[config.mk]
export PLATFORM = sky130hd
export DESIGN_NAME = power_sequencer_wake_timer
export DESIGN_NICKNAME = d
export VERILOG_FILES = /design/src/rtl/pws_pkg.sv /design/src/rtl/power_sequencer_wake_timer.sv /design/src/rtl/pws_cfg.sv /design/src/rtl/pws_ctrl.sv
export VERILOG_INCLUDE_DIRS = /design/src /design/src/rtl
export SDC_FILE = /design/constraint.sdc
export NUM_CORES = 1
export LEC_CHECK = 0
export BUFFER_PORTS_ARGS = -buffer_cell sky130_fd_sc_hd__buf_2
export CORE_MARGIN = 4
export CORE_UTILIZATION = 55
export CTS_BUF_LIST = sky130_fd_sc_hd__clkbuf_4 sky130_fd_sc_hd__clkbuf_8
export CTS_CLUSTER_DIAMETER = 150
export DETAILED_ROUTE_END_ITERATION = 10
export PLACE_DENSITY = 0.79
export SLEW_MARGIN = 30
export SYNTH_ARGS = -nofsm -noshare
export SYNTH_HDL_FRONTEND = slang
export SYNTH_HIERARCHICAL = 1
export SYNTH_SLANG_ARGS = --single-unit
[constraint.sdc]
create_clock -name clk_i -period 5.1 [get_ports clk_i]
set_input_delay 0.51 -clock clk_i [delete_from_list [all_inputs] [get_ports clk_i]]
set_output_delay 0.51 -clock clk_i [all_outputs]
set_load 0.05 [all_outputs]
[src/rtl/power_sequencer_wake_timer_macros.svh]
// Assertion macros for the power sequencer wake timer.
// Each macro expects clk_i and rst_ni in scope of the module that uses it.
`ifndef POWER_SEQUENCER_WAKE_TIMER_MACROS_SVH
`define POWER_SEQUENCER_WAKE_TIMER_MACROS_SVH

// Same-cycle implication.
`define PWS_ASSERT_IMP(lbl, ante, cons, msg) \
  lbl: assert property (@(posedge clk_i) disable iff (!rst_ni) (ante) |-> (cons)) \
    else $error(msg);

// Next-cycle implication.
`define PWS_ASSERT_NXT(lbl, ante, cons, msg) \
  lbl: assert property (@(posedge clk_i) disable iff (!rst_ni) (ante) |=> (cons)) \
    else $error(msg);

`endif

[src/rtl/pws_pkg.sv]
// Shared types, command codes and constants for the power sequencer wake timer.
// No dependencies.
package pws_pkg;

  localparam int unsigned CfgIdxW  = 2;
  localparam int unsigned CfgDataW = 8;

  localparam logic [CfgIdxW-1:0] CFG_SHUTDOWN_DELAY   = 2'd0;
  localparam logic [CfgIdxW-1:0] CFG_TICKS_PER_MINUTE = 2'd1;
  localparam logic [CfgIdxW-1:0] CFG_WAKE_CODE_RESET  = 2'd2;

  localparam logic [7:0] SHUTDOWN_DELAY_RST   = 8'd30;
  localparam logic [7:0] TICKS_PER_MINUTE_RST = 8'd60;
  localparam logic [2:0] WAKE_CODE_RST        = 3'd0;

  localparam logic FUNC_CMD  = 1'b0;
  localparam logic FUNC_TICK = 1'b1;

  localparam logic [7:0] CMD_SHUTDOWN  = 8'h53; // 'S'
  localparam logic [7:0] CMD_CANCEL    = 8'h43; // 'C'
  localparam logic [7:0] CMD_LED_R_SET = 8'h52; // 'R'
  localparam logic [7:0] CMD_LED_R_CLR = 8'h72; // 'r'
  localparam logic [7:0] CMD_LED_G_SET = 8'h47; // 'G'
  localparam logic [7:0] CMD_LED_G_CLR = 8'h67; // 'g'
  localparam logic [7:0] CMD_WAKE_0    = 8'h30; // '0'
  localparam logic [7:0] CMD_WAKE_1    = 8'h31; // '1'
  localparam logic [7:0] CMD_WAKE_5    = 8'h35; // '5'
  localparam logic [7:0] CMD_WAKE_15   = 8'h46; // 'F'
  localparam logic [7:0] CMD_WAKE_60   = 8'h48; // 'H'
  localparam logic [7:0] CMD_WAKE_8H   = 8'h38; // '8'
  localparam logic [7:0] CMD_WAKE_24H  = 8'h44; // 'D'

  localparam logic [2:0] WAKE_CODE_NONE = 3'd0;
  localparam logic [2:0] WAKE_CODE_1M   = 3'd1;
  localparam logic [2:0] WAKE_CODE_5M   = 3'd2;
  localparam logic [2:0] WAKE_CODE_15M  = 3'd3;
  localparam logic [2:0] WAKE_CODE_60M  = 3'd4;
  localparam logic [2:0] WAKE_CODE_8H   = 3'd5;
  localparam logic [2:0] WAKE_CODE_24H  = 3'd6;

  typedef struct packed {
    logic       func;
    logic [7:0] cmd_byte;
    logic       ac_line_level;
    logic       button_pressed;
  } in_item_t;

  typedef struct packed {
    logic       relay_on;
    logic       red_led;
    logic       grn_led;
    logic [6:0] status_byte;
    logic       asleep;
    logic       shutdown_pending;
    logic [7:0] delay_left;
  } out_item_t;

  typedef struct packed {
    logic [7:0] shutdown_delay;
    logic [7:0] ticks_per_minute;
    logic       wc_load;
    logic [2:0] wc_value;
  } cfg_t;

  typedef struct packed {
    logic        relay_closed;
    logic        red_lit;
    logic        green_lit;
    logic        shutdown_req;
    logic        countdown_active;
    logic [7:0]  countdown_secs;
    logic        sleeping;
    logic [2:0]  wake_code;
    logic [10:0] wake_minutes_left;
    logic [7:0]  minute_prescale;
    logic        ac_prev;
  } state_t;

  function automatic logic [10:0] wake_minutes(input logic [2:0] code);
    logic [10:0] m;
    case (code)
      WAKE_CODE_1M:  m = 11'd1;
      WAKE_CODE_5M:  m = 11'd5;
      WAKE_CODE_15M: m = 11'd15;
      WAKE_CODE_60M: m = 11'd60;
      WAKE_CODE_8H:  m = 11'd480;
      WAKE_CODE_24H: m = 11'd1440;
      default:       m = 11'd0;
    endcase
    return m;
  endfunction

  function automatic logic [2:0] legal_code(input logic [2:0] code);
    return (code == 3'd7) ? WAKE_CODE_NONE : code;
  endfunction

endpackage

[src/rtl/power_sequencer_wake_timer.sv]
// Power sequencer wake timer: one request per clock cycle while the result side is not stalled; each
// accepted request passes the input register, then the state update into the result register.
// The result register lets a new request in while a finished result waits to be taken.
// Depends on pws_pkg, pws_cfg and pws_ctrl.
module power_sequencer_wake_timer (
  input  logic                         clk_i,
  input  logic                         rst_ni,
  input  logic                         in_valid_i,
  output logic                         in_stall_o,
  input  pws_pkg::in_item_t            in_data_i,
  output logic                         out_valid_o,
  input  logic                         out_stall_i,
  output pws_pkg::out_item_t           out_data_o,
  input  logic                         cfg_we_i,
  input  logic [pws_pkg::CfgIdxW-1:0]  cfg_idx_i,
  input  logic [pws_pkg::CfgDataW-1:0] cfg_wdata_i
);

  logic               in_valid_q;
  pws_pkg::in_item_t  in_q;
  logic               out_valid_q;
  pws_pkg::out_item_t out_q;
  pws_pkg::out_item_t result;
  pws_pkg::cfg_t      cfg;
  logic               out_adv;
  logic               step;

  assign out_adv    = !out_valid_q || !out_stall_i;
  assign step       = in_valid_q && out_adv;
  assign in_stall_o = in_valid_q && !out_adv;

  pws_cfg u_cfg (
    .clk_i      (clk_i),
    .rst_ni     (rst_ni),
    .cfg_we_i   (cfg_we_i),
    .cfg_idx_i  (cfg_idx_i),
    .cfg_wdata_i(cfg_wdata_i),
    .cfg_o      (cfg)
  );

  pws_ctrl u_ctrl (
    .clk_i   (clk_i),
    .rst_ni  (rst_ni),
    .cfg_i   (cfg),
    .step_i  (step),
    .item_i  (in_q),
    .result_o(result)
  );

  // Hold the request while the result side is blocked.
  always_ff @(posedge clk_i or negedge rst_ni) begin
    if (!rst_ni) begin
      in_valid_q <= 1'b0;
    end else if (!in_stall_o) begin
      in_valid_q <= in_valid_i;
    end
  end

  always_ff @(posedge clk_i) begin
    if (!in_stall_o && in_valid_i) begin
      in_q <= in_data_i;
    end
  end

  always_ff @(posedge clk_i or negedge rst_ni) begin
    if (!rst_ni) begin
      out_valid_q <= 1'b0;
    end else if (out_adv) begin
      out_valid_q <= step;
    end
  end

  always_ff @(posedge clk_i) begin
    if (step) begin
      out_q <= result;
    end
  end

  assign out_valid_o = out_valid_q;
  assign out_data_o  = out_q;

endmodule

[src/rtl/pws_cfg.sv]
// Configuration registers of the power sequencer wake timer.
// Depends on pws_pkg.
module pws_cfg (
  input  logic                         clk_i,
  input  logic                         rst_ni,
  input  logic                         cfg_we_i,
  input  logic [pws_pkg::CfgIdxW-1:0]  cfg_idx_i,
  input  logic [pws_pkg::CfgDataW-1:0] cfg_wdata_i,
  output pws_pkg::cfg_t                cfg_o
);

  logic [7:0] shutdown_delay_q;
  logic [7:0] ticks_per_minute_q;

  always_ff @(posedge clk_i or negedge rst_ni) begin
    if (!rst_ni) begin
      shutdown_delay_q   <= pws_pkg::SHUTDOWN_DELAY_RST;
      ticks_per_minute_q <= pws_pkg::TICKS_PER_MINUTE_RST;
    end else if (cfg_we_i) begin
      case (cfg_idx_i)
        pws_pkg::CFG_SHUTDOWN_DELAY:   shutdown_delay_q   <= cfg_wdata_i;
        pws_pkg::CFG_TICKS_PER_MINUTE: ticks_per_minute_q <= cfg_wdata_i;
        default: ;
      endcase
    end
  end

  // The reset wake code only matters as a reload of the live wake code.
  always_comb begin
    cfg_o.shutdown_delay   = shutdown_delay_q;
    cfg_o.ticks_per_minute = (ticks_per_minute_q == 8'd0) ? 8'd1 : ticks_per_minute_q;
    cfg_o.wc_load          = cfg_we_i && (cfg_idx_i == pws_pkg::CFG_WAKE_CODE_RESET);
    cfg_o.wc_value         = pws_pkg::legal_code(cfg_wdata_i[2:0]);
  end

endmodule

[src/rtl/pws_ctrl.sv]
// Sequencer state and its per-request update: commands, countdown, wake timer.
// Depends on pws_pkg and power_sequencer_wake_timer_macros.svh.
`include "power_sequencer_wake_timer_macros.svh"

module pws_ctrl (
  input  logic               clk_i,
  input  logic               rst_ni,
  input  pws_pkg::cfg_t      cfg_i,
  input  logic               step_i,
  input  pws_pkg::in_item_t  item_i,
  output pws_pkg::out_item_t result_o
);

  pws_pkg::state_t st_q, st_d;

  logic       rise;
  logic       expired;
  logic [7:0] prescale_inc;
  logic [7:0] secs_dec;

  function automatic pws_pkg::state_t reset_state();
    pws_pkg::state_t s;
    s              = '0;
    s.relay_closed = 1'b1;
    s.wake_code    = pws_pkg::legal_code(pws_pkg::WAKE_CODE_RST);
    return s;
  endfunction

  always_comb begin
    st_d         = st_q;
    expired      = 1'b0;
    rise         = item_i.ac_line_level && !st_q.ac_prev;
    prescale_inc = st_q.minute_prescale + 8'd1;
    secs_dec     = (st_q.countdown_secs != 8'd0) ? st_q.countdown_secs - 8'd1 : 8'd0;

    if (st_q.sleeping) begin
      if (item_i.func == pws_pkg::FUNC_TICK) begin
        if (prescale_inc < cfg_i.ticks_per_minute) begin
          st_d.minute_prescale = prescale_inc;
        end else begin
          st_d.minute_prescale = 8'd0;
          if (st_q.wake_minutes_left != 11'd0) begin
            st_d.wake_minutes_left = st_q.wake_minutes_left - 11'd1;
            expired = (st_q.wake_minutes_left == 11'd1);
          end
        end
      end
    end else if (item_i.func == pws_pkg::FUNC_CMD) begin
      case (item_i.cmd_byte)
        pws_pkg::CMD_SHUTDOWN: begin
          st_d.shutdown_req     = 1'b1;
          st_d.countdown_active = 1'b1;
          st_d.countdown_secs   = cfg_i.shutdown_delay;
        end
        pws_pkg::CMD_CANCEL: begin
          st_d.shutdown_req     = 1'b0;
          st_d.countdown_active = 1'b0;
          st_d.countdown_secs   = 8'd0;
        end
        pws_pkg::CMD_LED_R_SET: st_d.red_lit   = 1'b1;
        pws_pkg::CMD_LED_R_CLR: st_d.red_lit   = 1'b0;
        pws_pkg::CMD_LED_G_SET: st_d.green_lit = 1'b1;
        pws_pkg::CMD_LED_G_CLR: st_d.green_lit = 1'b0;
        pws_pkg::CMD_WAKE_0:    st_d.wake_code = pws_pkg::WAKE_CODE_NONE;
        pws_pkg::CMD_WAKE_1:    st_d.wake_code = pws_pkg::WAKE_CODE_1M;
        pws_pkg::CMD_WAKE_5:    st_d.wake_code = pws_pkg::WAKE_CODE_5M;
        pws_pkg::CMD_WAKE_15:   st_d.wake_code = pws_pkg::WAKE_CODE_15M;
        pws_pkg::CMD_WAKE_60:   st_d.wake_code = pws_pkg::WAKE_CODE_60M;
        pws_pkg::CMD_WAKE_8H:   st_d.wake_code = pws_pkg::WAKE_CODE_8H;
        pws_pkg::CMD_WAKE_24H:  st_d.wake_code = pws_pkg::WAKE_CODE_24H;
        default: ;
      endcase
    end else if (st_q.countdown_active && st_q.shutdown_req) begin
      st_d.countdown_secs = secs_dec;
      // Countdown done: open the relay and arm the wake timer.
      if (secs_dec == 8'd0) begin
        st_d.countdown_active  = 1'b0;
        st_d.relay_closed      = 1'b0;
        st_d.sleeping          = 1'b1;
        st_d.wake_minutes_left = pws_pkg::wake_minutes(st_q.wake_code);
        st_d.minute_prescale   = 8'd0;
      end
    end

    // Wake sources; the awake case uses the just-updated request flag.
    if ((st_q.sleeping && (item_i.button_pressed || rise || expired)) ||
        (!st_q.sleeping && rise && st_d.shutdown_req)) begin
      st_d.relay_closed      = 1'b1;
      st_d.sleeping          = 1'b0;
      st_d.shutdown_req      = 1'b0;
      st_d.countdown_active  = 1'b0;
      st_d.countdown_secs    = 8'd0;
      st_d.wake_minutes_left = 11'd0;
      st_d.minute_prescale   = 8'd0;
    end

    st_d.ac_prev = item_i.ac_line_level;
  end

  always_ff @(posedge clk_i or negedge rst_ni) begin
    if (!rst_ni) begin
      st_q <= reset_state();
    end else if (step_i) begin
      st_q <= st_d;
    end else if (cfg_i.wc_load) begin
      st_q.wake_code <= cfg_i.wc_value;
    end
  end

  always_comb begin
    result_o.relay_on         = st_d.relay_closed;
    result_o.red_led          = st_d.red_lit;
    result_o.grn_led          = st_d.green_lit;
    result_o.status_byte      = {st_d.wake_code, !item_i.ac_line_level,
                                 st_d.green_lit, st_d.red_lit, 1'b0};
    result_o.asleep           = st_d.sleeping;
    result_o.shutdown_pending = st_d.shutdown_req;
    result_o.delay_left       = st_d.countdown_secs;
  end

  `PWS_ASSERT_IMP(a_sleep_relay_open, st_q.sleeping, !st_q.relay_closed, "relay closed while asleep")
  `PWS_ASSERT_IMP(a_countdown_has_req, st_q.countdown_active, st_q.shutdown_req, "countdown without request")
  `PWS_ASSERT_IMP(a_awake_timer_idle, !st_q.sleeping, st_q.wake_minutes_left == 11'd0, "wake timer armed while awake")
  `PWS_ASSERT_NXT(a_button_wakes, step_i && st_q.sleeping && item_i.button_pressed, !st_q.sleeping, "button failed to wake")

endmodule
=== Word level (Yosys, flattened, before mapping) ===
Cells that the tools add are included.

* Order comparisons: 1
* Reduce and logical (&&, ||, !) cells: 35
* Multiplexer cells: 36
* $add $sub $neg: 3
* Equality and inequality tests: 28

{| class="wikitable"
|+ Operators with widths
! kind !! count
|-
| two-way mux 19 bit || 6
|-
| == test 8 x 7 -> 1 bit, second input constant || 9
|-
| one-hot mux 11 bit (6 select lines) || 1
|-
| two-way mux 11 bit || 3
|-
| == test 8 x 6 -> 1 bit, second input constant || 4
|-
| two-way mux 8 bit || 3
|-
| one-hot mux 3 bit (7 select lines) || 1
|-
| one-hot mux 10 bit (2 select lines) || 1
|-
| two-way mux 17 bit || 1
|-
| zero test 8 bit || 2
|-
| two-way mux 3 bit || 5
|-
| == test 3 bit, second input constant || 4
|-
| == test 11 x 1 -> 1 bit, second input constant || 1
|-
| two-way mux 1 bit || 11
|-
| nonzero test 11 bit || 1
|-
| subtractor 11 x 1 -> 11 bit, second input constant || 1
|-
| two-way mux 10 bit || 1
|-
| logical AND 1 bit || 9
|-
| two-way mux 9 bit || 1
|-
| adder 8 x 1 -> 8 bit, second input constant || 1
|-
| less-than comparator 8 bit || 1
|-
| nonzero test 8 bit || 1
|-
| subtractor 8 x 1 -> 8 bit, second input constant || 1
|-
| zero test 1 bit || 7
|-
| other kinds (17) || 27
|}

* Output and inout bits: 22
* Bits in registers: 85
* Bits of input ports: 26
* Word-level logic and storage cells: 129

=== Logic depth before layout (Yosys ltp) ===
* Word-level depth: 11
* Gate-level depth with buffers: 14
* Depth with buffers taken out: 11

=== By module ===
The synthesis kept the hierarchy.

{| class="wikitable"
|+ Modules (own cells, without submodules)
! module !! cells an instance !! seq. area each (um^2) !! area each (um^2) !! times used
|-
| pws_ctrl || 410 || 927.1 || 3231.8 || 1
|-
| power_sequencer_wake_timer || 39 || 980.9 || 1023.5 || 1
|-
| pws_cfg || 48 || 410.4 || 698.2 || 1
|}

=== Least setup slack after synthesis ===
Ideal clock, no wire load.

* Path kind: register -> register
* Start: register out_valid_q, in the netlist out_valid_o
* End: register u_ctrl/st_q[17] (netlist name)
* Stages on the path, launching flop included: 8
* Required time: 4.996 ns
* Setup time: 0.104 ns
* Period minus slack after synthesis: 3.869 ns
* Data arrival time: 3.765 ns
* Setup slack: 1.231 ns
* Buffers on the path: 1
* Path through: dfrtp_1 -> a21boi_0 -> clkbuf_1 -> nand2_1 -> o41ai_4 -> nand3_2 -> or4_1 -> o311ai_1

* Longest elaborated chain between the ends: 4

{| class="wikitable"
|+ RTL lines
! item !! line !! source
|-
| from (decl) || power_sequencer_wake_timer.sv:21 || <nowiki>logic out_valid_q;</nowiki>
|-
| from (signal assigned) || power_sequencer_wake_timer.sv:69 || <nowiki>out_valid_q <= step;</nowiki>
|-
| zero test 1 bit || power_sequencer_wake_timer.sv:28 || <nowiki>assign out_adv = !out_valid_q || !out_stall_i;</nowiki>
|-
| logical OR 1 bit || power_sequencer_wake_timer.sv:28 ||
|-
| logical AND 1 bit || power_sequencer_wake_timer.sv:29 || <nowiki>assign step = in_valid_q && out_adv;</nowiki>
|-
| named net step || power_sequencer_wake_timer.sv:26 || <nowiki>logic step;</nowiki>
|-
| AND reduction 6 bit (no source line) || n/a ||
|-
| to (signal assigned) || pws_ctrl.sv:102 || <nowiki>st_q <= reset_state();</nowiki>
|-
| to (signal assigned) || pws_ctrl.sv:104 || <nowiki>st_q <= st_d;</nowiki>
|-
| to (decl) || pws_ctrl.sv:14 || <nowiki>pws_pkg::state_t st_q, st_d;</nowiki>
|}

The timed path passes the listed nets, and every way through them passes these cells.
A chain may end at the register's enable or synchronous reset.

=== Worst setup path after layout ===
* Start: register u_ctrl/st_q[1] (netlist name)
* End: register u_ctrl/st_q[25] (netlist name)

* Longest elaborated chain between the ends: 9

{| class="wikitable"
|+ RTL lines
! item !! line !! source
|-
| adder 8 x 1 -> 8 bit || pws_ctrl.sv:33 || <nowiki>prescale_inc = st_q.minute_prescale + 8'd1;</nowiki>
|-
| less-than comparator 8 bit || pws_ctrl.sv:38 || <nowiki>if (prescale_inc < cfg_i.ticks_per_minute) begin</nowiki>
|-
| two-way mux 1 bit || pws_ctrl.sv:38 ||
|-
| two-way mux 1 bit || pws_ctrl.sv:37 || <nowiki>if (item_i.func == pws_pkg::FUNC_TICK) begin</nowiki>
|-
| two-way mux 1 bit || pws_ctrl.sv:36 || <nowiki>if (st_q.sleeping) begin</nowiki>
|-
| logical OR 1 bit || pws_ctrl.sv:86 || <nowiki>if ((st_q.sleeping && (item_i.button_pressed || rise || expired)) ||</nowiki>
|-
| logical AND 1 bit || pws_ctrl.sv:86 ||
|-
| logical OR 1 bit || pws_ctrl.sv:86 ||
|-
| two-way mux 11 bit || pws_ctrl.sv:86 ||
|}

Every way passes these cells.

==> key figures <==
Status
  • Status: complete, no violations

Layout
  • Final instance area: roughly 5300 um2
  • Antenna cells: 0
  • Commonest non-fill, non-tap cells in the layout: nand2_1 (48), buf_2 (47), dfrtp_1 (46)
  • Nets@finish: ~550
  • Fin util: about three fifths
  • Share of layout cells above drive strength 1: a little over a fifth
  • P&R area growth vs syn: 7.78%
  • Commonest non-fill, non-tap cell in the layout: nand2_1

Placed design
  • Detailed Place HPWL: 8010 um
  • Final weighted congestion in routability-driven placement: 0.909
  • DP Worst Slack: roughly 1600 ps
  • PortBufs: 47
  • Post-Place Cell Area: roughly 5000 um2

CTS
  • Bufs on Longest Clock Path: 2
  • CTS Buf Count: 9
  • H-tree depth: 3
  • Post-cts repair resize count: 0
  • Clock sinks: between 80 and 90
  • CTS clock-pin slew for the worst setup and hold paths: around 90 ps
  • # Post-CTS Setup Buffers: 0
  • CTS tree: built
  • Clock Latency Late Sink: ~360 ps
  • CTS root buffer: clkbuf_8
  • Cts hold-fix bufs: 0

Worst setup path
  • CP endpoint: u_ctrl/st_q[25]$_DFFE_PN0P_
  • Crit Path Max Fanout: 13
  • Reg2reg end: u_ctrl/st_q[25]$_DFFE_PN0P_
  • Slowest CP cell: a211oi_2
  • Critical Path RT: between 5000 and 6000 ps
  • Critical path launch point: u_ctrl/st_q[1]$_DFFE_PN0P_
  • Flop2flop setup slack: ~1500 ps
  • Crit path cell chain: and3_1, and3_1, and3_1, xor2_1, ha_1, nand4_1, a211o_1, a211oi_2, o21ai_1, a22o_1
  • Cell family with most CP delay: compound AO/OA/AOI/OAI gates
  • Worst Setup End Kind: register
  • CP Data Arrival Time: between 3000 and 4000 ps
  • Critical Path Most Common Cell: and3_1
  • Worst reg2reg path startpoint: u_ctrl/st_q[1]$_DFFE_PN0P_
  • Kind of critical path: register to register
  • Worst Path Buf+Inv: 0
  • Stages on the worst setup path: 10
  • Startpoint class of the critical path: register
  • Reg2Reg Depth: 10
  • CP max stage delay: 860 ps

Global route
  • GRT Util Overall: a little under a quarter
  • Global-route wire length before repair: around 19000 um
  • Vias in the first global route: approximately 3800
  • Largest net degree at the start of global routing: between 50 and 60
  • Initial antenna violation count: 0
  • Total gr overflow: 0

STA
  • Post-route minimum period: between 3000 and 4000 ps
  • Final hold viol count: 0
  • Worst setup margin: roughly 1500 ps
  • Part of the cycle the worst path needs: a little over two thirds
  • Fmax: between 0.2 and 0.3 GHz
  • Slew Limit Fails: 0
  • Worst slew pin tran: between 1000 and 1500 ps
  • Unrepaired setup endpoints after global routing: false
  • Final Hold Slack: ~280 ps
  • Setup Skew: approximately 11 ps
  • Total negative slack: 0 ps
  • Final setup viols: 0
  • Slew Limit Headroom: around a third

Yosys
  • Post-Synth Adder-Cell Area: a little over 3%
  • Mux contribution to synthesized area: 5.73%
  • Mapped Avg Cell Area: between 9 and 10 um2
  • Sequential area share after synthesis: between 40% and 50%
  • Synth Cell Area: just under 5000 um2
  • Post-synth EDFFs: 31
  • Post-Synthesis Net Count: around 540
  • Synth warnings: 6
  • Cell count after synthesis: 497
  • Main combinational cell family by area after synthesis: simple AND/OR/NAND/NOR gates
  • Simple-gate share of the synthesized area: a little under a fifth
  • #FFs+latches synth: 86
  • Distinct cells, synth: 71
  • Primary FF master, synth: dfrtp_1
  • XOR/XNOR Fraction of Synth Area: roughly 1.9%
  • Compound-cell area share of the yosys netlist: ~16%
  • Synth async-reset ratio: between 60% and 70%

Detailed routing
  • DRC Markers: 0
  • Routed wire length: approximately 11000 um
  • Routed WL per cell: around 18 um
  • TritonRoute pass-1 iters: 5
  • DR iter-0 viols: 233
  • Post-route ant nets: 0
  • DR vias/cell: between 6 and 7
  • Routed vias: 3918

Power
  • Pwr dens: roughly 480 nW/um2
  • Peak VDD IR: approximately 200 uV
  • Leakage: 0.00235 uW

Die
  • Initial core utilization: 56.5%
  • Core Footprint: about 9000 um2
  • Die W: roughly 100 um
  • I/O pins: 48
  • Die height: 103 um
  • Die area: 10600 um2
  • Rows: 34

Worst hold path
  • Hold Crit Class: input pin to async pin

Run
  • Max_cap viols: 0
state kept, by name (all words and copies together) (netlist names):
| register | flops |
|---|---|
| u_cfg/shutdown_delay_q | 8 |
| out_valid_o | 1 |
| u_cfg/ticks_per_minute_q | 8 |
| in_q | 11 |
| u_ctrl/st_q | 37 |
| out_data_o | 20 |
| in_valid_q | 1 |
through the flow:
stage	std cells	power, uW
final	626	2540
after detailed placement	610	1990
after floorplan	497	1840
after CTS	626	2540
after global routing	626	2700
after global placement	610	1970
worst min-delay path by stage:
stage | start | endpoint | slack, ps | depth (start not counted)
2_1_floorplan | rst_ni | in_valid_q$_DFFE_PN0N_ | 210 | 0
3_3_place_gp | in_valid_q$_DFFE_PN0N_ | out_valid_o$_DFFE_PN0P_ | 480 | 1
3_5_place_dp | u_ctrl/st_q[18]$_DFFE_PN0P_ | u_ctrl/st_q[18]$_DFFE_PN0P_ | 500 | 2
4_1_cts | rst_ni | u_ctrl/st_q[1]$_DFFE_PN0P_ | 290 | 2
5_1_grt | in_data_i[8] | in_q[8]$_DFFE_PP_ | 300 | 1
6_report | rst_ni | u_ctrl/st_q[3]$_DFFE_PN0P_ | 280 | 2
power by group:
part | internal (uW) | switching [uW]
combinational | 329 | 572
clock | 282 | 263
sequential | 899 | 196
final cells by class:
cell class / instances / area [um2]
fillers: 729 / 3420
flip-flops and latches: 86 / 2320
multi-input cells: 337 / 2280
repair buffers: 52 / 273
well taps: 108 / 135
clock buffers: 9 / 124
clock inverters: 7 / 103
inverters: 27 / 101
cell usage after synthesis (4+ instances only):
master	n	area share, %
ha_1	12	3.0
o21ai_0	20	2.0
edfxtp_1	31	19
xnor2_1	5	0.88
nor4_1	11	1.4
xor2_1	6	1.1
or4_1	7	1.1
dfrtp_1	46	23
inv_1	27	2.0
or3_1	5	0.63
nand2b_1	6	0.76
a21o_1	6	0.91
nand2_1	48	3.6
a21oi_1	22	2.2
nor3_1	12	1.2
nor2b_1	7	0.88
dfstp_2	9	4.8
a41o_1	6	1.2
a22o_1	6	1.1
o31ai_1	5	0.76
nand4_1	7	0.88
a31oi_1	4	0.51
buf_4	20	3.0
mux2_2	19	4.3
mux2i_1	7	1.4
clkbuf_1	24	1.8
nand3_1	11	1.1
a21boi_0	6	0.91
nor2_1	36	2.7
worst register-to-register path, cell delays in order (launching register included):
cell and delay (ps):
dfrtp_1 440, and3_1 210, and3_1 200, and3_1 190, xor2_1 150, ha_1 320, nand4_1 110, a211o_1 410
a211oi_2 860, o21ai_1 330, a22o_1 260
kinds of logic (layout without fill, tap and decap cells):
logic type | after synthesis | after routing
adders and majority gates | 12 | 12
xor gates and xnor gates | 11 | 11
other | 1 | 1
DFF | 86 | 86
AOI/OAI and AO/OA | 112 | 112
and+or+nand+nor | 175 | 175
buffers and inverters | 74 | 95
muxes | 26 | 26
per-layer routing:
metal | GRT usage, % | vias to the layer above | wire, um
met5 | 0 | - | 0
met4 | 8.27 | 0 | 192
met3 | 3.11 | 20 | 560
met2 | 35.9 | 139 | 5480
met1 | 32.0 | 1922 | 5030
li1 | - | 1837 | -
Note: power is estimated with default switching activity, not from simulation.
